**src/hdl/dirp_pkg.sv**
```systemverilog
package dirp_pkg;

   // width of the sector size register and default position counter width
   localparam int SECTOR_SIZE_W       = 16;
   localparam int SECTOR_POS_BITS_DEF = 16;
   localparam int QUEUE_DEPTH_DEF     = 4;

   localparam logic [SECTOR_SIZE_W-1:0] SECTOR_SIZE_RESET = 16'd2048;

   // record layout
   localparam logic [7:0] MIN_REC_LEN   = 8'd34;
   localparam logic [7:0] NAME_OFS      = 8'd33;
   localparam logic [7:0] NAME_LEN_POS  = 8'd32;
   localparam logic [7:0] FLAGS_POS     = 8'd25;
   localparam logic [7:0] DIR_FLAG_MASK = 8'h02;
   localparam logic [7:0] NAME_CUT_CHAR = 8'h3B;

   // result kinds
   typedef enum logic [1:0] {
      KIND_NAME    = 2'd0,
      KIND_SUMMARY = 2'd1,
      KIND_ERROR   = 2'd2,
      KIND_END     = 2'd3
   } dirp_kind_type;

   // error codes
   localparam logic [2:0] ERR_NONE     = 3'd0;
   localparam logic [2:0] ERR_SHORT    = 3'd1;
   localparam logic [2:0] ERR_OVERRUN  = 3'd2;
   localparam logic [2:0] ERR_ENDIAN   = 3'd3;
   localparam logic [2:0] ERR_NAME_LEN = 3'd4;

   // all results caused by one input beat: up to two name bytes, then one tail result
   typedef struct packed {
      logic          last;
      logic          c0_valid;
      logic [7:0]    c0_char;
      logic          c1_valid;
      logic [7:0]    c1_char;
      logic          tail_valid;
      dirp_kind_type tail_kind;
      logic [31:0]   tail_lba;
      logic [31:0]   tail_length;
      logic          tail_dir;
      logic [2:0]    tail_error;
   } dirp_bundle_type;

   localparam int BUNDLE_W = $bits(dirp_bundle_type);

endpackage

```
**src/hdl/dirp_fifo.sv**
```systemverilog
module dirp_fifo import dirp_pkg::*; #(
   parameter int WIDTH = BUNDLE_W,
   parameter int DEPTH = QUEUE_DEPTH_DEF
) (
   input  logic             clock,
   input  logic             reset,
   input  logic             push,
   input  logic [WIDTH-1:0] wr_data,
   input  logic             pop,
   output logic [WIDTH-1:0] rd_data,
   output logic             full,
   output logic             empty
);

   localparam int PTR_W = (DEPTH > 1) ? $clog2(DEPTH) : 1;
   localparam int CNT_W = $clog2(DEPTH + 1);

   logic [WIDTH-1:0] mem_ff [DEPTH];
   logic [PTR_W-1:0] wr_ptr_ff, wr_ptr_in;
   logic [PTR_W-1:0] rd_ptr_ff, rd_ptr_in;
   logic [CNT_W-1:0] count_ff, count_in;

   assign rd_data = mem_ff[rd_ptr_ff];
   assign full    = (count_ff == CNT_W'(DEPTH));
   assign empty   = (count_ff == '0);

   // pointer and count update
   always_comb begin
      wr_ptr_in = wr_ptr_ff;
      rd_ptr_in = rd_ptr_ff;
      count_in  = count_ff;
      if (push) begin
         wr_ptr_in = (wr_ptr_ff == PTR_W'(DEPTH - 1)) ? '0 : wr_ptr_ff + PTR_W'(1);
      end
      if (pop) begin
         rd_ptr_in = (rd_ptr_ff == PTR_W'(DEPTH - 1)) ? '0 : rd_ptr_ff + PTR_W'(1);
      end
      if (push && !pop) begin
         count_in = count_ff + CNT_W'(1);
      end else if (pop && !push) begin
         count_in = count_ff - CNT_W'(1);
      end
   end

   always_ff @(posedge clock) begin
      if (reset) begin
         wr_ptr_ff <= '0;
         rd_ptr_ff <= '0;
         count_ff  <= '0;
      end else begin
         wr_ptr_ff <= wr_ptr_in;
         rd_ptr_ff <= rd_ptr_in;
         count_ff  <= count_in;
      end
   end

   // storage
   always_ff @(posedge clock) begin
      if (push) begin
         mem_ff[wr_ptr_ff] <= wr_data;
      end
   end

   a_no_push_full: assert property (@(posedge clock) disable iff (reset) push |-> !full)
      else $error("queue written while full");
   a_no_pop_empty: assert property (@(posedge clock) disable iff (reset) pop |-> !empty)
      else $error("queue read while empty");
   a_count_bound: assert property (@(posedge clock) disable iff (reset)
      count_ff <= CNT_W'(DEPTH))
      else $error("queue count beyond depth");
   a_count_up: assert property (@(posedge clock) disable iff (reset)
      (push && !pop) |=> (count_ff == $past(count_ff) + CNT_W'(1)))
      else $error("queue count lost a push");

endmodule

```
**src/hdl/dirp_front.sv**
```systemverilog
module dirp_front import dirp_pkg::*; #(
   parameter int SECTOR_POS_BITS = SECTOR_POS_BITS_DEF
) (
   input  logic                     clock,
   input  logic                     reset,
   input  logic                     accept,
   input  logic [7:0]               data_byte,
   input  logic                     end_of_extent,
   input  logic                     csr_wr_en,
   input  logic [SECTOR_SIZE_W-1:0] csr_wr_data,
   output logic                     push,
   output dirp_bundle_type          bundle
);

   localparam int CNT_W = SECTOR_SIZE_W + 1;

   typedef enum logic [3:0] {
      MODE_IDLE   = 4'b0001,
      MODE_RECORD = 4'b0010,
      MODE_SKIP   = 4'b0100,
      MODE_HALT   = 4'b1000
   } mode_type;

   logic [SECTOR_SIZE_W-1:0]   sector_size_ff;
   logic [SECTOR_POS_BITS-1:0] sector_pos_ff, sector_pos_in;
   logic [7:0]                 rec_pos_ff, rec_pos_in;
   logic [7:0]                 rec_len_ff, rec_len_in;
   logic [7:0]                 name_len_ff, name_len_in;
   logic [31:0]                lba_lo_ff, lba_lo_in;
   logic [31:0]                lba_hi_ff, lba_hi_in;
   logic [31:0]                size_lo_ff, size_lo_in;
   logic [31:0]                size_hi_ff, size_hi_in;
   logic                       dir_ff, dir_in;
   logic [7:0]                 held_char_ff, held_char_in;
   logic                       held_valid_ff, held_valid_in;
   logic                       name_cut_ff, name_cut_in;
   logic                       drop_ff, drop_in;
   mode_type                   mode_ff, mode_in;

   logic [CNT_W-1:0] pos_next;
   logic             wrap;
   logic [7:0]       name_idx;
   logic [7:0]       up_char;
   logic             stop;

   // sector boundary tracking
   assign pos_next = CNT_W'(sector_pos_ff) + CNT_W'(1);
   assign wrap     = (pos_next >= {1'b0, sector_size_ff}) || pos_next[SECTOR_POS_BITS];
   assign name_idx = rec_pos_ff - NAME_OFS;
   assign up_char  = (data_byte >= 8'h61 && data_byte <= 8'h7A) ? data_byte - 8'h20 : data_byte;

   // per-beat parse step
   always_comb begin
      sector_pos_in = wrap ? '0 : pos_next[SECTOR_POS_BITS-1:0];
      rec_pos_in    = rec_pos_ff;
      rec_len_in    = rec_len_ff;
      name_len_in   = name_len_ff;
      lba_lo_in     = lba_lo_ff;
      lba_hi_in     = lba_hi_ff;
      size_lo_in    = size_lo_ff;
      size_hi_in    = size_hi_ff;
      dir_in        = dir_ff;
      held_char_in  = held_char_ff;
      held_valid_in = held_valid_ff;
      name_cut_in   = name_cut_ff;
      drop_in       = drop_ff;
      mode_in       = mode_ff;
      stop          = 1'b0;
      bundle        = '0;
      bundle.tail_kind = KIND_NAME;

      case (mode_ff)
         MODE_IDLE: begin
            if (data_byte == 8'd0) begin
               mode_in = wrap ? MODE_IDLE : MODE_SKIP;
            end else begin
               // record start
               rec_pos_in    = 8'd1;
               rec_len_in    = data_byte;
               name_len_in   = '0;
               lba_lo_in     = '0;
               lba_hi_in     = '0;
               size_lo_in    = '0;
               size_hi_in    = '0;
               dir_in        = 1'b0;
               held_char_in  = '0;
               held_valid_in = 1'b0;
               name_cut_in   = 1'b0;
               drop_in       = 1'b0;
               if (data_byte < MIN_REC_LEN) begin
                  bundle.tail_valid = 1'b1;
                  bundle.tail_kind  = KIND_ERROR;
                  bundle.tail_error = ERR_SHORT;
                  mode_in           = MODE_HALT;
               end else if (end_of_extent) begin
                  bundle.tail_valid = 1'b1;
                  bundle.tail_kind  = KIND_ERROR;
                  bundle.tail_error = ERR_OVERRUN;
                  mode_in           = MODE_HALT;
               end else begin
                  mode_in = MODE_RECORD;
               end
            end
         end
         MODE_RECORD: begin
            if (end_of_extent && ({1'b0, rec_pos_ff} + 9'd1 < {1'b0, rec_len_ff})) begin
               bundle.tail_valid = 1'b1;
               bundle.tail_kind  = KIND_ERROR;
               bundle.tail_error = ERR_OVERRUN;
               mode_in           = MODE_HALT;
            end else begin
               // field capture by position
               case (rec_pos_ff)
                  8'd2:  lba_lo_in[7:0]    = data_byte;
                  8'd3:  lba_lo_in[15:8]   = data_byte;
                  8'd4:  lba_lo_in[23:16]  = data_byte;
                  8'd5:  lba_lo_in[31:24]  = data_byte;
                  8'd6, 8'd7, 8'd8, 8'd9: lba_hi_in = {lba_hi_ff[23:0], data_byte};
                  8'd10: size_lo_in[7:0]   = data_byte;
                  8'd11: size_lo_in[15:8]  = data_byte;
                  8'd12: size_lo_in[23:16] = data_byte;
                  8'd13: size_lo_in[31:24] = data_byte;
                  8'd14, 8'd15, 8'd16: size_hi_in = {size_hi_ff[23:0], data_byte};
                  8'd17: begin
                     size_hi_in = {size_hi_ff[23:0], data_byte};
                     if (lba_lo_ff != lba_hi_ff || size_lo_ff != {size_hi_ff[23:0], data_byte})
                     begin
                        bundle.tail_valid = 1'b1;
                        bundle.tail_kind  = KIND_ERROR;
                        bundle.tail_error = ERR_ENDIAN;
                        mode_in           = MODE_HALT;
                        stop              = 1'b1;
                     end
                  end
                  FLAGS_POS: dir_in = (data_byte & DIR_FLAG_MASK) != 8'd0;
                  NAME_LEN_POS: begin
                     name_len_in = data_byte;
                     if ({1'b0, NAME_OFS} + {1'b0, data_byte} > {1'b0, rec_len_ff}) begin
                        bundle.tail_valid = 1'b1;
                        bundle.tail_kind  = KIND_ERROR;
                        bundle.tail_error = ERR_NAME_LEN;
                        mode_in           = MODE_HALT;
                        stop              = 1'b1;
                     end
                  end
                  default: begin
                     // name bytes, first one held back
                     if (rec_pos_ff >= NAME_OFS && name_idx < name_len_ff) begin
                        if (!name_cut_ff) begin
                           if (data_byte == NAME_CUT_CHAR) begin
                              name_cut_in = 1'b1;
                           end else if (name_idx == 8'd0) begin
                              held_char_in  = up_char;
                              held_valid_in = 1'b1;
                           end else begin
                              if (held_valid_ff) begin
                                 bundle.c0_valid = 1'b1;
                                 bundle.c0_char  = held_char_ff;
                                 held_valid_in   = 1'b0;
                              end
                              bundle.c1_valid = 1'b1;
                              bundle.c1_char  = up_char;
                           end
                        end
                        if ({1'b0, name_idx} + 9'd1 == {1'b0, name_len_ff} && held_valid_in)
                        begin
                           if (held_char_in <= 8'd1) begin
                              drop_in = 1'b1;
                           end else begin
                              bundle.c0_valid = 1'b1;
                              bundle.c0_char  = held_char_in;
                           end
                           held_valid_in = 1'b0;
                        end
                     end
                  end
               endcase

               // advance and close the record
               if (!stop) begin
                  rec_pos_in = rec_pos_ff + 8'd1;
                  if ({1'b0, rec_pos_ff} + 9'd1 >= {1'b0, rec_len_ff}) begin
                     if (!drop_in) begin
                        bundle.tail_valid  = 1'b1;
                        bundle.tail_kind   = KIND_SUMMARY;
                        bundle.tail_lba    = lba_lo_ff;
                        bundle.tail_length = size_lo_ff;
                        bundle.tail_dir    = dir_ff;
                     end
                     rec_pos_in    = '0;
                     rec_len_in    = '0;
                     name_len_in   = '0;
                     lba_lo_in     = '0;
                     lba_hi_in     = '0;
                     size_lo_in    = '0;
                     size_hi_in    = '0;
                     dir_in        = 1'b0;
                     held_char_in  = '0;
                     held_valid_in = 1'b0;
                     name_cut_in   = 1'b0;
                     drop_in       = 1'b0;
                     mode_in       = MODE_IDLE;
                  end
               end
            end
         end
         MODE_SKIP: begin
            if (wrap) begin
               mode_in = MODE_IDLE;
            end
         end
         MODE_HALT: begin
            mode_in = MODE_HALT;
         end
         default: begin
            mode_in = MODE_IDLE;
         end
      endcase

      // extent end closes everything
      if (end_of_extent) begin
         if (!bundle.c0_valid && !bundle.c1_valid && !bundle.tail_valid) begin
            bundle.tail_valid = 1'b1;
            bundle.tail_kind  = KIND_END;
         end
         bundle.last   = 1'b1;
         sector_pos_in = '0;
         rec_pos_in    = '0;
         rec_len_in    = '0;
         name_len_in   = '0;
         lba_lo_in     = '0;
         lba_hi_in     = '0;
         size_lo_in    = '0;
         size_hi_in    = '0;
         dir_in        = 1'b0;
         held_char_in  = '0;
         held_valid_in = 1'b0;
         name_cut_in   = 1'b0;
         drop_in       = 1'b0;
         mode_in       = MODE_IDLE;
      end
   end

   assign push = accept && (bundle.c0_valid || bundle.c1_valid || bundle.tail_valid);

   // sector size register
   always_ff @(posedge clock) begin
      if (reset) begin
         sector_size_ff <= SECTOR_SIZE_RESET;
      end else if (csr_wr_en) begin
         sector_size_ff <= csr_wr_data;
      end
   end

   // parse state
   always_ff @(posedge clock) begin
      if (reset) begin
         sector_pos_ff <= '0;
         rec_pos_ff    <= '0;
         rec_len_ff    <= '0;
         name_len_ff   <= '0;
         lba_lo_ff     <= '0;
         lba_hi_ff     <= '0;
         size_lo_ff    <= '0;
         size_hi_ff    <= '0;
         dir_ff        <= 1'b0;
         held_char_ff  <= '0;
         held_valid_ff <= 1'b0;
         name_cut_ff   <= 1'b0;
         drop_ff       <= 1'b0;
         mode_ff       <= MODE_IDLE;
      end else if (accept) begin
         sector_pos_ff <= sector_pos_in;
         rec_pos_ff    <= rec_pos_in;
         rec_len_ff    <= rec_len_in;
         name_len_ff   <= name_len_in;
         lba_lo_ff     <= lba_lo_in;
         lba_hi_ff     <= lba_hi_in;
         size_lo_ff    <= size_lo_in;
         size_hi_ff    <= size_hi_in;
         dir_ff        <= dir_in;
         held_char_ff  <= held_char_in;
         held_valid_ff <= held_valid_in;
         name_cut_ff   <= name_cut_in;
         drop_ff       <= drop_in;
         mode_ff       <= mode_in;
      end
   end

   a_end_resets: assert property (@(posedge clock) disable iff (reset)
      (accept && end_of_extent) |=> (mode_ff == MODE_IDLE && sector_pos_ff == '0))
      else $error("extent end did not return to idle");
   a_end_pushes_last: assert property (@(posedge clock) disable iff (reset)
      (accept && end_of_extent) |-> (push && bundle.last))
      else $error("extent end produced no final result");
   a_held_in_record: assert property (@(posedge clock) disable iff (reset)
      held_valid_ff |-> (mode_ff == MODE_RECORD || mode_ff == MODE_HALT))
      else $error("held name byte outside a record");

endmodule

```
**src/hdl/dirp_back.sv**
```systemverilog
module dirp_back import dirp_pkg::*; (
   input  logic            clock,
   input  logic            reset,
   input  dirp_bundle_type head,
   input  logic            empty,
   output logic            pop,
   output logic            rsp_valid,
   input  logic            rsp_stall,
   output logic [1:0]      rsp_kind,
   output logic [7:0]      rsp_name_char,
   output logic [31:0]     rsp_extent_lba,
   output logic [31:0]     rsp_data_length,
   output logic            rsp_is_directory,
   output logic [2:0]      rsp_error_code,
   output logic            rsp_last
);

   logic [2:0]  done_ff, done_in;
   logic [2:0]  avail;
   logic [2:0]  sel;
   logic [2:0]  remain;
   logic        load;

   logic        valid_ff, valid_in;
   logic [1:0]  kind_ff, kind_in;
   logic [7:0]  char_ff, char_in;
   logic [31:0] lba_ff, lba_in;
   logic [31:0] len_ff, len_in;
   logic        dir_ff, dir_in;
   logic [2:0]  err_ff, err_in;
   logic        last_ff, last_in;

   // slots of the head beat still to send
   assign avail  = {head.tail_valid, head.c1_valid, head.c0_valid} & ~done_ff & {3{!empty}};
   assign sel    = avail & (~avail + 3'd1);
   assign remain = avail & ~sel;
   assign load   = !valid_ff || !rsp_stall;
   assign pop    = load && (avail != 3'd0) && (remain == 3'd0);

   // output register load
   always_comb begin
      done_in  = done_ff;
      valid_in = valid_ff;
      kind_in  = kind_ff;
      char_in  = char_ff;
      lba_in   = lba_ff;
      len_in   = len_ff;
      dir_in   = dir_ff;
      err_in   = err_ff;
      last_in  = last_ff;
      if (load) begin
         valid_in = (avail != 3'd0);
         kind_in  = KIND_NAME;
         char_in  = '0;
         lba_in   = '0;
         len_in   = '0;
         dir_in   = 1'b0;
         err_in   = ERR_NONE;
         last_in  = head.last && (remain == 3'd0);
         case (sel)
            3'b001: char_in = head.c0_char;
            3'b010: char_in = head.c1_char;
            3'b100: begin
               kind_in = head.tail_kind;
               lba_in  = head.tail_lba;
               len_in  = head.tail_length;
               dir_in  = head.tail_dir;
               err_in  = head.tail_error;
            end
            default: last_in = 1'b0;
         endcase
         if (avail != 3'd0) begin
            done_in = (remain == 3'd0) ? 3'd0 : (done_ff | sel);
         end
      end
   end

   always_ff @(posedge clock) begin
      if (reset) begin
         done_ff  <= '0;
         valid_ff <= 1'b0;
      end else begin
         done_ff  <= done_in;
         valid_ff <= valid_in;
      end
   end

   always_ff @(posedge clock) begin
      kind_ff <= kind_in;
      char_ff <= char_in;
      lba_ff  <= lba_in;
      len_ff  <= len_in;
      dir_ff  <= dir_in;
      err_ff  <= err_in;
      last_ff <= last_in;
   end

   assign rsp_valid        = valid_ff;
   assign rsp_kind         = kind_ff;
   assign rsp_name_char    = char_ff;
   assign rsp_extent_lba   = lba_ff;
   assign rsp_data_length  = len_ff;
   assign rsp_is_directory = dir_ff;
   assign rsp_error_code   = err_ff;
   assign rsp_last         = last_ff;

   a_done_clears_on_pop: assert property (@(posedge clock) disable iff (reset)
      pop |=> (done_ff == 3'd0))
      else $error("slot mask not cleared after pop");
   a_sel_onehot: assert property (@(posedge clock) disable iff (reset) $onehot0(sel))
      else $error("more than one slot selected");
   a_pop_only_loaded: assert property (@(posedge clock) disable iff (reset)
      pop |=> valid_ff)
      else $error("beat popped without a result shown");

endmodule

```
**src/hdl/iso9660_dir_record_parser.sv**
```systemverilog
// channel   dir  handshake          payload
// req_      in   req_valid/stall    data_byte, end_of_extent
// rsp_      out  rsp_valid/stall    kind, name_char, extent_lba, data_length,
//                                   is_directory, error_code, last
// csr_      in   csr_wr_en          wr_data: sector_size
//
// one input beat per cycle unless stalled; its results (zero to three) leave one per cycle
// while rsp_stall is low, each through the parse step, the queue and the output reg
// the byte rate is set by the output port: beats with two or three results fill the queue
// req_stall rises only when the result queue is full
// reset is synchronous; sector size returns to 2048 and the parser waits for a record start
module iso9660_dir_record_parser import dirp_pkg::*; #(
   parameter int SECTOR_POS_BITS = SECTOR_POS_BITS_DEF,
   parameter int QUEUE_DEPTH     = QUEUE_DEPTH_DEF
) (
   input  logic                     clock,
   input  logic                     reset,
   input  logic                     req_valid,
   output logic                     req_stall,
   input  logic [7:0]               req_data_byte,
   input  logic                     req_end_of_extent,
   output logic                     rsp_valid,
   input  logic                     rsp_stall,
   output logic [1:0]               rsp_kind,
   output logic [7:0]               rsp_name_char,
   output logic [31:0]              rsp_extent_lba,
   output logic [31:0]              rsp_data_length,
   output logic                     rsp_is_directory,
   output logic [2:0]               rsp_error_code,
   output logic                     rsp_last,
   input  logic                     csr_wr_en,
   input  logic [SECTOR_SIZE_W-1:0] csr_wr_data
);

   logic                accept;
   logic                push;
   logic                pop;
   logic                full;
   logic                empty;
   dirp_bundle_type     push_bundle;
   dirp_bundle_type     head_bundle;
   logic [BUNDLE_W-1:0] push_bits;
   logic [BUNDLE_W-1:0] head_bits;

   assign req_stall   = full;
   assign accept      = req_valid && !req_stall;
   assign push_bits   = push_bundle;
   assign head_bundle = dirp_bundle_type'(head_bits);

   // parse front
   dirp_front #(
      .SECTOR_POS_BITS(SECTOR_POS_BITS)
   ) u_front (
      .clock         (clock),
      .reset         (reset),
      .accept        (accept),
      .data_byte     (req_data_byte),
      .end_of_extent (req_end_of_extent),
      .csr_wr_en     (csr_wr_en),
      .csr_wr_data   (csr_wr_data),
      .push          (push),
      .bundle        (push_bundle)
   );

   // result queue
   dirp_fifo #(
      .WIDTH(BUNDLE_W),
      .DEPTH(QUEUE_DEPTH)
   ) u_fifo (
      .clock   (clock),
      .reset   (reset),
      .push    (push),
      .wr_data (push_bits),
      .pop     (pop),
      .rd_data (head_bits),
      .full    (full),
      .empty   (empty)
   );

   // result serializer
   dirp_back u_back (
      .clock            (clock),
      .reset            (reset),
      .head             (head_bundle),
      .empty            (empty),
      .pop              (pop),
      .rsp_valid        (rsp_valid),
      .rsp_stall        (rsp_stall),
      .rsp_kind         (rsp_kind),
      .rsp_name_char    (rsp_name_char),
      .rsp_extent_lba   (rsp_extent_lba),
      .rsp_data_length  (rsp_data_length),
      .rsp_is_directory (rsp_is_directory),
      .rsp_error_code   (rsp_error_code),
      .rsp_last         (rsp_last)
   );

endmodule

```
**config.mk**
```make
export PLATFORM = sky130hd
export DESIGN_NAME = iso9660_dir_record_parser
export DESIGN_NICKNAME = d
export VERILOG_FILES = /design/src/hdl/dirp_pkg.sv /design/src/hdl/dirp_fifo.sv /design/src/hdl/dirp_front.sv /design/src/hdl/dirp_back.sv /design/src/hdl/iso9660_dir_record_parser.sv
export SDC_FILE = /design/constraint.sdc
export NUM_CORES = 1
export LEC_CHECK = 0
export ABC_CLOCK_PERIOD_IN_PS = 8600
export BUFFER_PORTS_ARGS = -buffer_cell sky130_fd_sc_hd__buf_2
export CELL_PAD_IN_SITES_DETAIL_PLACEMENT = 1
export CELL_PAD_IN_SITES_GLOBAL_PLACEMENT = 2
export CORE_UTILIZATION = 47
export CTS_CLUSTER_SIZE = 28
export DETAILED_ROUTE_END_ITERATION = 8
export GPL_TIMING_DRIVEN = 0
export PLACE_DENSITY = 0.85
export SETUP_SLACK_MARGIN = 0.5
export SLEW_MARGIN = 15
export SYNTH_ARGS = -nofsm -noshare
export SYNTH_HDL_FRONTEND = slang
export SYNTH_SLANG_ARGS = --single-unit
```
**constraint.sdc**
```tcl
create_clock -name clock -period 8.6 [get_ports clock]
set_input_delay 0.86 -clock clock [delete_from_list [all_inputs] [get_ports clock]]
set_output_delay 0.86 -clock clock [all_outputs]
set_load 0.01 [all_outputs]
```
==> impl_metrics.yaml <==
status:
  outcome: "finished, final reports clean"
worst_setup_path:
  critPathMaxStageDelay_ns: 0.80
  cp_slowest_cell: "clkbuf_1"
  critPathMaxFanout: 10
  required_ns: 9.00
  reg2reg_from: "u_front.rec_pos_ff[0]"
  critPathKind: "in2reg"
  crit_chain: "buf_2 -> clkbuf_1 -> clkbuf_1 -> xor2_1 -> ha_1 -> nand4_1 -> nor2_1 -> o21ai_0 -> o21a_1 -> or2_2 -> nand2b_1 -> nor2_1 -> clkbuf_1 -> clkbuf_1 -> and2_1"
  cp-startpoint: "req_data_byte[2]"
  setup.worst_path.start_class: "input pin"
  crit_path_end_kind: "flop"
  crit_top_cell: "clkbuf_1"
  cp.arrival_ns: 5.99
drt:
  wl_per_cell_um: 24.6
  route.detailed.drc: 0
  vias: 17800
  ant_nets: 0
  routed_wl_um: 75800
  routed_via_density: 5.77
  drtPass1Iterations: 5
  first_iter_violations: 1196
hold_path:
  hold_path.class: "reg2reg"
  hp-start: "u_front.sector_pos_ff[1]"
floorplan:
  core_um2: 57900
  die_area_um2: 59900
  chipWidth_um: 245
  initial_utilization: 0.478
  boundaryPins: 111
  die_y_um: 245
  row_count: 88
sta:
  worst_slack_ns: 3.01
  setup_violations: 0
  layout_worst_path_cycle_share: 0.650
  rsz0062_at_grt: "false"
  clock.fmax_mhz: 179
  drv_slew: 0
  finalHoldViolations: 0
  worst_pin_slew_ns: 1.23
  fin_crit_ns: 5.59
  maxSlewHeadroom: 0.181
  skew_ns: 0.0293
global_routing:
  grt_usage: 0.256
  grt_overflow: 0
  grt_pass1_wl_um: 116000
  grt_max_degree: 64
  grt_antenna_before_repair: 3
  grt_pass1_vias: 18900
placed_design:
  port_buffers: 106
  dp_slack_ns: 2.51
  place_area_um2: 29400
  dp_hpwl_um: 53200
  gp_congestion: 0.925
synthesis:
  syn_avg_cell_area_um2: 13.3
  ys_seq_area_frac: 0.624
  syn_nets: 2173
  synthArstFlopShare: 0
  synth_edf_count: 439
  synthTopCellsByArea: "edfxtp_1, dfxtp_1, mux4_2, a22oi_1, nor2_1"
  synth_area_um2: 27700
  synth-seq-cells: 644
  yosys.area.top_type: "edfxtp_1"
  synthDistinctLibCells: 80
  yosys.area.top_type_share: 0.476
  syn_inst: 2083
  ys.warnings.count: 0
  synth_ff_type: "edfxtp_1"
final_layout:
  antenna_cells: 0
  final_cell_area_um2: 31600
  syn_to_final_growth_pct: 14.2
  n_fill_cell: 5835
  drive_gt1_frac: 0.160
  layout.nets: 2357
flow_run:
  maxCapViolCount: 0
clocking:
  clk_pin_slew_ns: 0.06
  cts_tree: "done"
  cts_sinks: 644
  clock_path_buffers: 3
  cts_setup_buffers: 0
  htreeDepth: 3
  cts_resized: 0
  numCtsBuffers: 69
  hold_buffers: 0
  clk_latency_ns: 0.62
  cts-root-buf: "clkbuf_16"
power:
  peakVddDrop_v: 0.000146
  p_leak_nw: 11.9
  power_density_nw_per_um2: 259
==> final cells by class <==
class                      instances  area (µm²)  share of cell area
clock buffer                      92        1900              0.0599
buffer                           122         508              0.0161
tap                              765         957              0.0303
clock inverter                    35         345              0.0109
sequential                       644       17300               0.546
multi-input combinational       1247        9670               0.306
timing repair buffer             113         703              0.0222
inverter                          70         263             0.00831
==> routing by layer <==
metal | up-vias | global-route usage | wire, µm
li1 | 8126 | - | -
met1 | 9132 | 0.344 | 33200
met2 | 445 | 0.428 | 37100
met3 | 109 | 0.0433 | 3790
met4 | 2 | 0.0774 | 1790
met5 | - | 0 | 14
==> sequential cells by signal, indices dropped and copies added (netlist names), 3 cells and up, named ones only <==
register	flops
u_front.lba_hi_ff	32
u_front.sector_pos_ff	16
u_fifo.count_ff	3
u_back.done_ff	3
u_front.held_char_ff	8
u_front.mode_ff	4
u_front.size_lo_ff	32
u_front.name_len_ff	8
u_fifo.mem_ff	360
u_back.rsp_name_char	8
u_front.rec_pos_ff	8
u_front.sector_size_ff	16
u_back.rsp_extent_lba	32
u_back.rsp_data_length	32
u_front.rec_len_ff	8
u_front.lba_lo_ff	32
u_back.rsp_error_code	3
u_front.size_hi_ff	24
==> synth_stat cells (all sizes together) (4+ instances only) <==
| cell | instances |
|---|---|
| clkbuf | 92 |
| or4 | 10 |
| edfxtp | 439 |
| xnor2 | 23 |
| o32ai | 6 |
| nand2 | 71 |
| and3 | 13 |
| o21a | 14 |
| xor2 | 81 |
| nor4 | 27 |
| a211oi | 8 |
| dfxtp | 205 |
| nor3b | 10 |
| a32oi | 9 |
| nor3 | 26 |
| or3 | 13 |
| inv | 70 |
| nor2 | 222 |
| nand3 | 39 |
| mux2i | 33 |
| mux4 | 87 |
| ha | 59 |
| nor2b | 80 |
| nor4b | 4 |
| mux2 | 4 |
| nand4 | 15 |
| a22oi | 132 |
| a21oi | 56 |
| and2 | 75 |
| o21ai | 44 |
| o31ai | 16 |
| o211ai | 9 |
| nand2b | 12 |
| or2 | 5 |
| buf | 30 |
| a21o | 8 |
==> path summary, 6_finish.rpt <==
kind | to | slack, ns | cells past startpoint
setup / recovery | u_fifo.mem_ff[1][36] | 3.01 | 15
hold / removal | u_front.sector_pos_ff[1] | 0.47 | 2
setup reg to reg | u_fifo.mem_ff[1][22] | 3.07 | 17
hold reg to reg | u_front.sector_pos_ff[1] | 0.47 | 2
==> cell families (layout without fill, tap and decap cells) <==
group | after synthesis | in the layout | share of synthesized area
flops | 644 | 644 | 0.624
compound gates | 328 | 328 | 0.0850
fa+ha+maj | 60 | 60 | 0.0274
xor+xnor | 105 | 105 | 0.0337
buf+inv | 192 | 432 | 0.0278
simple gates | 630 | 630 | 0.118
mux | 124 | 124 | 0.0844
==> metrics by stage <==
step           hold WS (ns)  utilization  TNS, ns  cells  total power, mW
6_report              0.471        0.546        0   3088             8.19
5_1_grt               0.491        0.546        0   3088             8.51
4_1_cts               0.464        0.546        0   3088             8.28
3_5_place_dp          0.464        0.507        0   2961             5.33
3_3_place_gp          0.457        0.504   -58.35   2954             5.27
2_1_floorplan         0.444            -        0   2083             4.74
==> worst max-delay path: cells and delay by family <==
kind | cells | cell delay (ns)
buf+inv | 5 | 2.68
simple gates | 6 | 1.54
compound gates | 2 | 0.37
fa+ha+maj | 1 | 0.34
xor+xnor | 1 | 0.17
==> cell usage in the layout (no fill, tap or decap), types with 15 or more instances in the layout <==
master and n:
dfxtp_1 205, nand3_1 39, buf_2 125, clkbuf_16 71, mux4_2 87, inv_1 69, ha_1 59, nor2b_1 80
xor2_1 81, o21ai_0 41, mux2i_1 33, nand2_1 70, edfxtp_1 439, nor3_1 26, clkbuf_1 109, nand4_1 15
nor2_1 218, a21oi_1 56, and2_1 70, nor4_1 20, a22oi_1 131, xnor2_1 23
==> power breakdown <==
| group | switching [mW] | internal (mW) | leakage (nW) |
|---|---|---|---|
| combinational | 0.987 | 0.611 | 4.46 |
| sequential | 0.0748 | 3.58 | 6.39 |
| clock | 1.25 | 1.69 | 1.09 |
| total | 2.31 | 5.88 | 11.9 |
(Power assumes the default switching activity.)
